File: config.mk
export PLATFORM = sky130hd
export DESIGN_NAME = quoted_token_splitter_core
export DESIGN_NICKNAME = d
export VERILOG_FILES = /design/src/design/qts_pkg.sv /design/src/design/qts_parse.sv /design/src/design/qts_fifo.sv /design/src/design/quoted_token_splitter_core.sv
export SDC_FILE = /design/constraint.sdc
export NUM_CORES = 1
export LEC_CHECK = 0
export BUFFER_PORTS_ARGS = -buffer_cell sky130_fd_sc_hd__buf_2
export CAP_MARGIN = 20
export CELL_PAD_IN_SITES_DETAIL_PLACEMENT = 0
export CELL_PAD_IN_SITES_GLOBAL_PLACEMENT = 1
export CORE_ASPECT_RATIO = 1.25
export CORE_MARGIN = 1.5
export CORE_UTILIZATION = 55
export DETAILED_ROUTE_END_ITERATION = 7
export HOLD_SLACK_MARGIN = 0.03
export PLACE_DENSITY_LB_ADDON = 0.1
export REMOVE_ABC_BUFFERS = 1
export SLEW_MARGIN = 20
export SYNTH_ARGS = -nofsm -noshare
export SYNTH_HDL_FRONTEND = slang
export SYNTH_HIERARCHICAL = 1
export SYNTH_SLANG_ARGS = --single-unit
File: constraint.sdc
create_clock -name clk_i -period 7.1 [get_ports clk_i]
set_clock_uncertainty 0.2 [all_clocks]
set_input_delay 1.42 -clock clk_i [delete_from_list [all_inputs] [get_ports clk_i]]
set_output_delay 1.42 -clock clk_i [all_outputs]
set_load 0.03 [all_outputs]
File: src/design/qts_pkg.sv
`timescale 1ns / 1ps
// ----------------------------------------------------------------------------
// qts_pkg
// Shared types and constants for the quoted token splitter.
// ----------------------------------------------------------------------------
package qts_pkg;

  localparam logic [7:0] CH_SQUOTE = 8'h27;
  localparam logic [7:0] CH_DQUOTE = 8'h22;

  // result queue depth: two entries per byte plus slack for back-to-back flow
  localparam int unsigned QDepth = 4;
  localparam int unsigned QPtrW  = $clog2(QDepth);
  localparam int unsigned QCntW  = $clog2(QDepth + 1);

  typedef enum logic [3:0] {
    MODE_SPACE  = 4'b0001,
    MODE_PLAIN  = 4'b0010,
    MODE_SQUOTE = 4'b0100,
    MODE_DQUOTE = 4'b1000
  } qts_mode_e;

  typedef struct packed {
    logic [7:0] byte_out;
    logic       byte_valid;
    logic       token_end;
    logic       line_end;
    logic       run_last;
  } qts_res_t;

  // what one byte produces: up to two results plus the next parse state
  typedef struct packed {
    logic [1:0] num;
    qts_res_t   res0;
    qts_res_t   res1;
    qts_mode_e  mode_nxt;
    logic       has_bytes_nxt;
  } qts_step_t;

  typedef struct packed {
    logic [QCntW-1:0] count;
    logic             not_empty;
  } qts_qstat_t;

endpackage

File: src/design/qts_parse.sv
`timescale 1ns / 1ps
// ----------------------------------------------------------------------------
// qts_parse
// Combinational per-byte tokenizer step: results and next parse state.
// ----------------------------------------------------------------------------
module qts_parse (
  input  logic [7:0]          byte_i,
  input  logic                last_i,
  input  qts_pkg::qts_mode_e  mode_i,
  input  logic                has_bytes_i,
  output qts_pkg::qts_step_t  step_o
);
  import qts_pkg::*;

  logic      blank;
  logic      closer_hit;
  logic      have0;
  qts_res_t  r0;
  qts_res_t  rline;
  qts_mode_e mode_mid;
  logic      hb_mid;

  always_comb begin
    blank      = (byte_i inside {[8'h09:8'h0d], 8'h20});
    closer_hit = ((mode_i == MODE_SQUOTE) && (byte_i == CH_SQUOTE)) ||
                 ((mode_i == MODE_DQUOTE) && (byte_i == CH_DQUOTE));
    have0      = 1'b0;
    r0         = '0;
    mode_mid   = mode_i;
    hb_mid     = has_bytes_i;

    case (mode_i)
      MODE_SPACE: begin
        if (!blank) begin
          if (byte_i == CH_SQUOTE) begin
            mode_mid = MODE_SQUOTE;
            hb_mid   = 1'b0;
          end else if (byte_i == CH_DQUOTE) begin
            mode_mid = MODE_DQUOTE;
            hb_mid   = 1'b0;
          end else begin
            have0         = 1'b1;
            r0.byte_out   = byte_i;
            r0.byte_valid = 1'b1;
            mode_mid      = MODE_PLAIN;
            hb_mid        = 1'b1;
          end
        end
      end
      MODE_PLAIN: begin
        if (blank) begin
          have0        = has_bytes_i;
          r0.token_end = has_bytes_i;
          mode_mid     = MODE_SPACE;
          hb_mid       = 1'b0;
        end else begin
          have0         = 1'b1;
          r0.byte_out   = byte_i;
          r0.byte_valid = 1'b1;
          hb_mid        = 1'b1;
        end
      end
      MODE_SQUOTE, MODE_DQUOTE: begin
        if (closer_hit) begin
          have0        = has_bytes_i;
          r0.token_end = has_bytes_i;
          mode_mid     = MODE_SPACE;
          hb_mid       = 1'b0;
        end else begin
          have0         = 1'b1;
          r0.byte_out   = byte_i;
          r0.byte_valid = 1'b1;
          hb_mid        = 1'b1;
        end
      end
      default: begin
        mode_mid = MODE_SPACE;
        hb_mid   = 1'b0;
      end
    endcase

    // line end result flushes any open token, quoted or not
    rline           = '0;
    rline.token_end = hb_mid;
    rline.line_end  = 1'b1;
    rline.run_last  = 1'b1;
    r0.run_last     = !last_i;

    step_o.num           = {1'b0, have0} + {1'b0, last_i};
    step_o.res0          = have0 ? r0 : rline;
    step_o.res1          = rline;
    step_o.mode_nxt      = last_i ? MODE_SPACE : mode_mid;
    step_o.has_bytes_nxt = last_i ? 1'b0 : hb_mid;
  end

endmodule

File: src/design/qts_fifo.sv
`timescale 1ns / 1ps
// ----------------------------------------------------------------------------
// qts_fifo
// Small result queue taking up to two results per cycle, giving one.
// ----------------------------------------------------------------------------
module qts_fifo (
  input  logic                clk_i,
  input  logic                rst_ni,
  input  logic [1:0]          push_num_i,
  input  qts_pkg::qts_res_t   wdata0_i,
  input  qts_pkg::qts_res_t   wdata1_i,
  input  logic                pop_i,
  output qts_pkg::qts_res_t   head_o,
  output qts_pkg::qts_qstat_t stat_o
);
  import qts_pkg::*;

  qts_res_t         mem_q [QDepth];
  logic [QPtrW-1:0] wr_ptr_q, wr_ptr_d;
  logic [QPtrW-1:0] rd_ptr_q, rd_ptr_d;
  logic [QCntW-1:0] cnt_q, cnt_d;
  logic [QPtrW-1:0] wr_ptr_p1;

  always_comb begin
    wr_ptr_p1 = wr_ptr_q + QPtrW'(1);
    wr_ptr_d  = wr_ptr_q + QPtrW'(push_num_i);
    rd_ptr_d  = rd_ptr_q + QPtrW'(pop_i);
    cnt_d     = cnt_q + QCntW'(push_num_i) - QCntW'(pop_i);
  end

  always_ff @(posedge clk_i) begin
    if (push_num_i != 2'd0) begin
      mem_q[wr_ptr_q] <= wdata0_i;
    end
    if (push_num_i == 2'd2) begin
      mem_q[wr_ptr_p1] <= wdata1_i;
    end
  end

  always_ff @(posedge clk_i or negedge rst_ni) begin
    if (!rst_ni) begin
      wr_ptr_q <= '0;
      rd_ptr_q <= '0;
      cnt_q    <= '0;
    end else begin
      wr_ptr_q <= wr_ptr_d;
      rd_ptr_q <= rd_ptr_d;
      cnt_q    <= cnt_d;
    end
  end

  assign head_o           = mem_q[rd_ptr_q];
  assign stat_o.count     = cnt_q;
  assign stat_o.not_empty = (cnt_q != '0);

endmodule

File: src/design/quoted_token_splitter_core.sv
`timescale 1ns / 1ps
// ----------------------------------------------------------------------------
// quoted_token_splitter_core
// Splits a byte stream into whitespace or quote delimited tokens.
// ----------------------------------------------------------------------------
// One input byte is taken per cycle while the input stage is not waiting. A
// byte goes into an input register and is parsed in the next cycle; its
// results (none, one or two) land in a four-entry result queue and leave
// through the output port one per cycle while the receiver is ready. The
// single output port sets the throughput: bytes that give at most one result
// flow at one per cycle, while a byte that gives both a result and the line
// end marker takes two output transfers. The input stage waits whenever the
// queue lacks room for two results.
module quoted_token_splitter_core (
  input  logic       clk_i,
  input  logic       rst_ni,
  input  logic       in_valid_i,
  output logic       in_ready_o,
  input  logic [7:0] byte_in_i,
  input  logic       line_last_i,
  output logic       out_valid_o,
  input  logic       out_ready_i,
  output logic [7:0] byte_out_o,
  output logic       byte_valid_o,
  output logic       token_end_o,
  output logic       line_end_o,
  output logic       run_last_o
);
  import qts_pkg::*;

  logic       in_vld_q;
  logic [7:0] byte_q;
  logic       last_q;
  qts_mode_e  mode_q;
  logic       has_bytes_q;
  logic       advance;
  logic       pop;
  logic [1:0] push_num;
  qts_step_t  step;
  qts_res_t   head;
  qts_qstat_t qstat;

  // stage moves only when the queue can take a full two-result burst
  assign advance    = in_vld_q && (qstat.count <= QCntW'(QDepth - 2));
  assign in_ready_o = !in_vld_q || advance;
  assign pop        = out_valid_o && out_ready_i;
  assign push_num   = advance ? step.num : 2'd0;

  always_ff @(posedge clk_i) begin
    if (in_valid_i && in_ready_o) begin
      byte_q <= byte_in_i;
      last_q <= line_last_i;
    end
  end

  always_ff @(posedge clk_i or negedge rst_ni) begin
    if (!rst_ni) begin
      in_vld_q    <= 1'b0;
      mode_q      <= MODE_SPACE;
      has_bytes_q <= 1'b0;
    end else begin
      if (in_ready_o) begin
        in_vld_q <= in_valid_i;
      end
      if (advance) begin
        mode_q      <= step.mode_nxt;
        has_bytes_q <= step.has_bytes_nxt;
      end
    end
  end

  qts_parse u_parse (
    .byte_i      (byte_q),
    .last_i      (last_q),
    .mode_i      (mode_q),
    .has_bytes_i (has_bytes_q),
    .step_o      (step)
  );

  qts_fifo u_fifo (
    .clk_i      (clk_i),
    .rst_ni     (rst_ni),
    .push_num_i (push_num),
    .wdata0_i   (step.res0),
    .wdata1_i   (step.res1),
    .pop_i      (pop),
    .head_o     (head),
    .stat_o     (qstat)
  );

  assign out_valid_o  = qstat.not_empty;
  assign byte_out_o   = head.byte_out;
  assign byte_valid_o = head.byte_valid;
  assign token_end_o  = head.token_end;
  assign line_end_o   = head.line_end;
  assign run_last_o   = head.run_last;

`ifndef SYNTHESIS
  // queue never overfills
  assert property (@(posedge clk_i) disable iff (!rst_ni)
    qstat.count <= QCntW'(QDepth))
    else $error("result queue overflow");

  // a processed line end leaves the parser in space state with empty token
  assert property (@(posedge clk_i) disable iff (!rst_ni)
    (advance && last_q) |=> (mode_q == MODE_SPACE && !has_bytes_q))
    else $error("parser not reset after line end");

  // a popped line end result always closes the run of its byte
  assert property (@(posedge clk_i) disable iff (!rst_ni)
    (pop && head.line_end) |-> (head.run_last && !head.byte_valid))
    else $error("malformed line end result");
`endif

endmodule

# ---- Word level (Yosys, flattened, before mapping)
# Memory sizes are Yosys's and may differ from the RTL's.
# Index checks and enable logic that the tools add are counted.
dict set report op_classes {
  n_addsub 6
  order_cmp 3
  n_eq_ne 11
  muxes 33
  reduce_logical 15
}
# operator count
set ops {}
lappend ops {{two-way mux 9 bit} 5}
lappend ops {{one-hot mux 9 bit (3 select lines)} 1}
lappend ops {{== test 8 x 6 -> 1 bit (second input constant)} 3}
lappend ops {{two-way mux 4 bit} 6}
lappend ops {{two-way mux 1 bit} 15}
lappend ops {{two-way mux 12 bit} 1}
lappend ops {{one-hot mux 4 bit (3 select lines)} 1}
lappend ops {{greater-or-equal comparator 8 x 4 -> 1 bit (second input constant)} 1}
lappend ops {{less-or-equal comparator 8 x 4 -> 1 bit (second input constant)} 1}
lappend ops {{logical AND 1 bit} 6}
lappend ops {{inequality test 3 x 2 -> 1 bit (second input constant)} 2}
lappend ops {{one-hot mux 1 bit (3 select lines)} 2}
lappend ops {{== test 4 x 1 -> 1 bit (second input constant)} 1}
lappend ops {{== test 4 x 2 -> 1 bit (second input constant)} 1}
lappend ops {{== test 4 x 3 -> 1 bit (second input constant)} 1}
lappend ops {{== test 4 bit (second input constant)} 1}
lappend ops {{AND reduction 4 bit} 1}
lappend ops {{nonzero test 2 bit} 2}
lappend ops {{adder 3 x 2 -> 3 bit} 1}
lappend ops {{less-or-equal comparator 3 x 2 -> 1 bit (second input constant)} 1}
lappend ops {{inequality test 3 bit (second input constant)} 1}
lappend ops {{nonzero test 3 bit} 1}
lappend ops {{subtractor 3 x 1 -> 3 bit} 1}
lappend ops {{adder 1 x 1 -> 2 bit} 1}
lappend ops {{9 further kinds} 11}
dict set report totals {
  regBits 22
  mem_bits_rw 48
  out_inout_bits 14
  wordCells 77
  n_memories 1
}
# memory depth word_bits read_ports rd_ports_with_merged_regs write_ports line
set mem_list {}
lappend mem_list {u_fifo.mem_q 4 12 1 0 2 qts_fifo.sv:18} ;# qts_res_t mem_q [QDepth];

# ---- Depth between registers and ports, before layout
dict set report logic_depth {
  depth_word 10
  depth_mapped 15
  depth_no_buf 13
}

# ---- By module
# Netlist, hierarchy kept.
# mod instances cells_per_inst area_per_inst_um2
set by_module_without_submodules {}
lappend by_module_without_submodules {qts_fifo 1 152 2844.0}
lappend by_module_without_submodules {qts_parse 1 91 590.6}
lappend by_module_without_submodules {quoted_token_splitter_core 1 31 569.3}

# ---- Least setup slack after synthesis
# OpenSTA, ideal clock, no wires.
dict set report synth_timing {
  kind {register -> register}
  startpoint {register byte_q[0]}
  endpoint {memory u_fifo/mem_q[0][0] in the netlist's numbering, enable pin}
  setup_ps 400
  arrival_time_ps 3335
  path_slack_ps 3165
  stages_incl_launch_ff 11
  path_cell_list {edfxtp_1 > or4b_1 > a21oi_2 > o21ai_2 > a21oi_2 > nand2_1 > ha_1 > inv_1 > nor2_1 > nor2_1 > o31ai_1}
}
# item line
set synth_lines {}
lappend synth_lines {{start, declared} quoted_token_splitter_core.sv:32} ;# logic [7:0] byte_q;
lappend synth_lines {{start signal, assigned} quoted_token_splitter_core.sv:51} ;# byte_q <= byte_in_i;
lappend synth_lines {{end, declared} qts_fifo.sv:18}

==> summary.txt <==
Status
  • Status: completed

GRT
  • Total Routing Usage GR: 0.2055
  • Initial antenna violation count: 0
  • GR peak layer: met2
  • Largest net degree at the start of global routing: 14
  • GR met2 Demand/Resource: 0.3603
  • Met3 Use GR: 0.03084
  • Total global routing overflow: 0
  • First-pass GRT wire length: 11.68 mm
  • Routing usage on met1: 0.2470
  • Vias in the first global route: 2265

Logic synthesis
  • Number of enable flip-flop cells after synthesis: 57
  • Prevailing post-synth register cell: edfxtp_1
  • Flops & latches, synth: 70
  • Mapped Cells: 274
  • Top post-synthesis cells by area: edfxtp_1 (43%), mux2_4 (9.0%), mux2_2 (7.9%)
  • Average size of a mapped cell: 14.61 um^2
  • Register area share after synthesis: 0.5091
  • Synth Warn #: 6
  • Synth top area share: 0.4275
  • Synthesized area: 0.004004 mm^2
  • Synth cell types: 52
  • Post-synth top area cell: edfxtp_1
  • Fraction of registers with async set/reset: 0.1857

Power
  • Worst vdd ir: 0.2673 mV
  • Static leakage: ~1.7 nW
  • Pwr Total: 1.966 mW
  • Power per cell area: 456.5 mW/mm^2

Route
  • Pre-antenna DRT Iters: 4
  • WL/cell: 18.23 um
  • 1st-iter DRT viols: 96
  • Via-per-instance ratio: 5.631
  • Drt total wl: 7.163 mm
  • Via count: approximately 2200
  • Routed Antenna Nets: 0
  • Residual DRC: 0

Setup path
  • CP endpoint kind: flop
  • Arrival time worst endpoint: 3910 ps
  • CP Launch Type: flop
  • Critical Path RT: 6870 ps
  • CP Max Fanout: 12
  • Largest stage delay, worst path: between 600 and 700 ps
  • CP cell instances: nor4b_1, and3b_1, o32ai_1, a21oi_2, nand2_1, ha_1, inv_1, nor2_1, mux2i_1, nor2b_2
  • Setup CP Type: flop to flop
  • Reg-to-reg slack, setup: 2960 ps
  • Slowest CP cell: nor2b_2
  • Worst R2R Path Depth: 10

Die
  • Core area: approximately 0.0070 mm^2
  • DIE AREA: approximately 0.008 mm^2
  • I/O pin cnt: 27
  • Width of the die: 79.32 um
  • Row count: 34
  • Initial Utilization: 0.5704
  • DIE HEIGHT: 98.39 um

Placement
  • Hpwl dp: 4.951 mm
  • Port bufs: 26
  • Dpl cell area: 0.004103 mm^2
  • Post-Place Setup Slack: about 2700 ps
  • Placed Instances: between 300 and 400
  • RD Place Congestion: between 0.8 and 0.9

STA
  • FMAX: 0.2413 GHz
  • Endpoints failing setup: 0
  • Setup TNS: 0 ps
  • Max-slew violations: 0
  • Worst-margin pin slew: 914.7 ps
  • Min Tclk post-route: slightly above 4000 ps
  • Max transition margin: 0.3876
  • Final hold violation count: 0
  • Post-route worst setup slack: roughly 3000 ps
  • Tcrit/Tclk final: 0.5836
  • Unrepaired setup endpoints after global routing: false
  • Hold slack final: 324.9 ps

CTS
  • # Post-CTS Setup Buffers: 0
  • Clock Path Buffers: 2
  • Worst-skew pair later-pin latency: between 300 and 400 ps
  • CTS Hold Buffers Added: 0
  • Clk pin slew, worst setup/hold paths: 70 ps
  • CTS tree: built
  • Clk root buf: clkbuf_8
  • CTS Buf Count: 9
  • Clock sink count: 70
  • # H-tree levels: 3
  • Post-CTS Resized: 0

Cells and area
  • Design area: 0.004308 mm^2
  • Commonest non-fill, non-tap cell in the layout: edfxtp_1
  • Share of cells above drive strength 1: 0.4059
  • Most frequent cells in the layout: edfxtp_1 (57), mux2_2 (28), buf_2 (26), mux2_4 (24)
  • ANT cells: 0
  • Fin util: 0.6137
  • Final std cells w/o fill: 393
  • P&R area growth vs syn: 7.594%
  • Layout Nets: 319

Hold path
  • WHS Path Cells: 1
  • Worst Hold Class: flop to flop

Job
  • Max-cap violations: 0
cell families (layout without fill, tap and decap cells):
group           after synthesis  in the layout  synth area share
flops                        70             70            0.5091
mux                          66             66            0.2416
simple gates                 57             57           0.09437
buf+inv                      35             55           0.05875
compound gates               27             27           0.04781
xor+xnor                      9              9           0.01969
fa+ha+maj                     8              8           0.02687
other cells                   2             11          0.001876
cell usage after synthesis (3+ instances only):
cell       n
buf_6      6
buf_4     15
and2_1     7
inv_1     12
mux2_4    24
nor2_1     9
o21ai_0    6
mux4_2    12
xor2_1     5
ha_1       7
a21oi_1    3
dfrtp_1   12
nor2b_1    7
xnor2_1    4
nand2_1   11
and3_1     3
a31oi_1    4
mux2_2    28
edfxtp_1  57
metal layers:
metal,up-vias,part of all wire
met3,17,0.024
met1,1093,0.43
met2,42,0.52
li1,1061,-
met4,0,0.025
met5,-,0
final cells by class:
| type | instances | area [um^2] |
|---|---|---|
| Clock buffer | 11 | 141.4 |
| Clock inverter | 5 | 58.81 |
| Fill cell | 545 | 2711 |
| Inverter | 12 | 45.04 |
| Multi-Input combinational cell | 178 | 1774 |
| Sequential cell | 70 | 2038 |
| Tap cell | 90 | 112.6 |
| Timing Repair Buffer | 27 | 137.6 |
worst max-delay path: cells and delay by family, from the launching register on:
family                   cells  cell delay (ps)
multiplexers                 1              260
adder cells (fa/ha/maj)      1              290
flip-flops                   1              420
buffers and inverters        1               30
AND/OR/NAND/NOR              5             2200
AO/OA/AOI/OAI                2              370
final timing paths:
path,startpoint,end
setup / recovery,byte_q[7],u_fifo/mem_q[3][6]
hold / removal,u_fifo/cnt_q[2],u_fifo/cnt_q[2]
setup reg to reg,byte_q[7],u_fifo/mem_q[3][6]
hold reg to reg,u_fifo/cnt_q[2],u_fifo/cnt_q[2]
max in group asynchronous,rst_ni,mode_q[0]
min in group asynchronous,rst_ni,has_bytes_q
power breakdown:
| part | internal (mW) | switching, mW |
|---|---|---|
| logic | 0.428 | 0.467 |
| registers | 0.639 | 0.113 |
| clock network | 0.172 | 0.148 |
registers in the layout (all words and copies together) (netlist names):
name             cells
last_q               1
in_vld_q             1
u_fifo/mem_q        48
byte_q               8
u_fifo/wr_ptr_q      2
u_fifo/rd_ptr_q      2
has_bytes_q          1
u_fifo/cnt_q         3
mode_q               4
(Power assumes the default switching activity.)
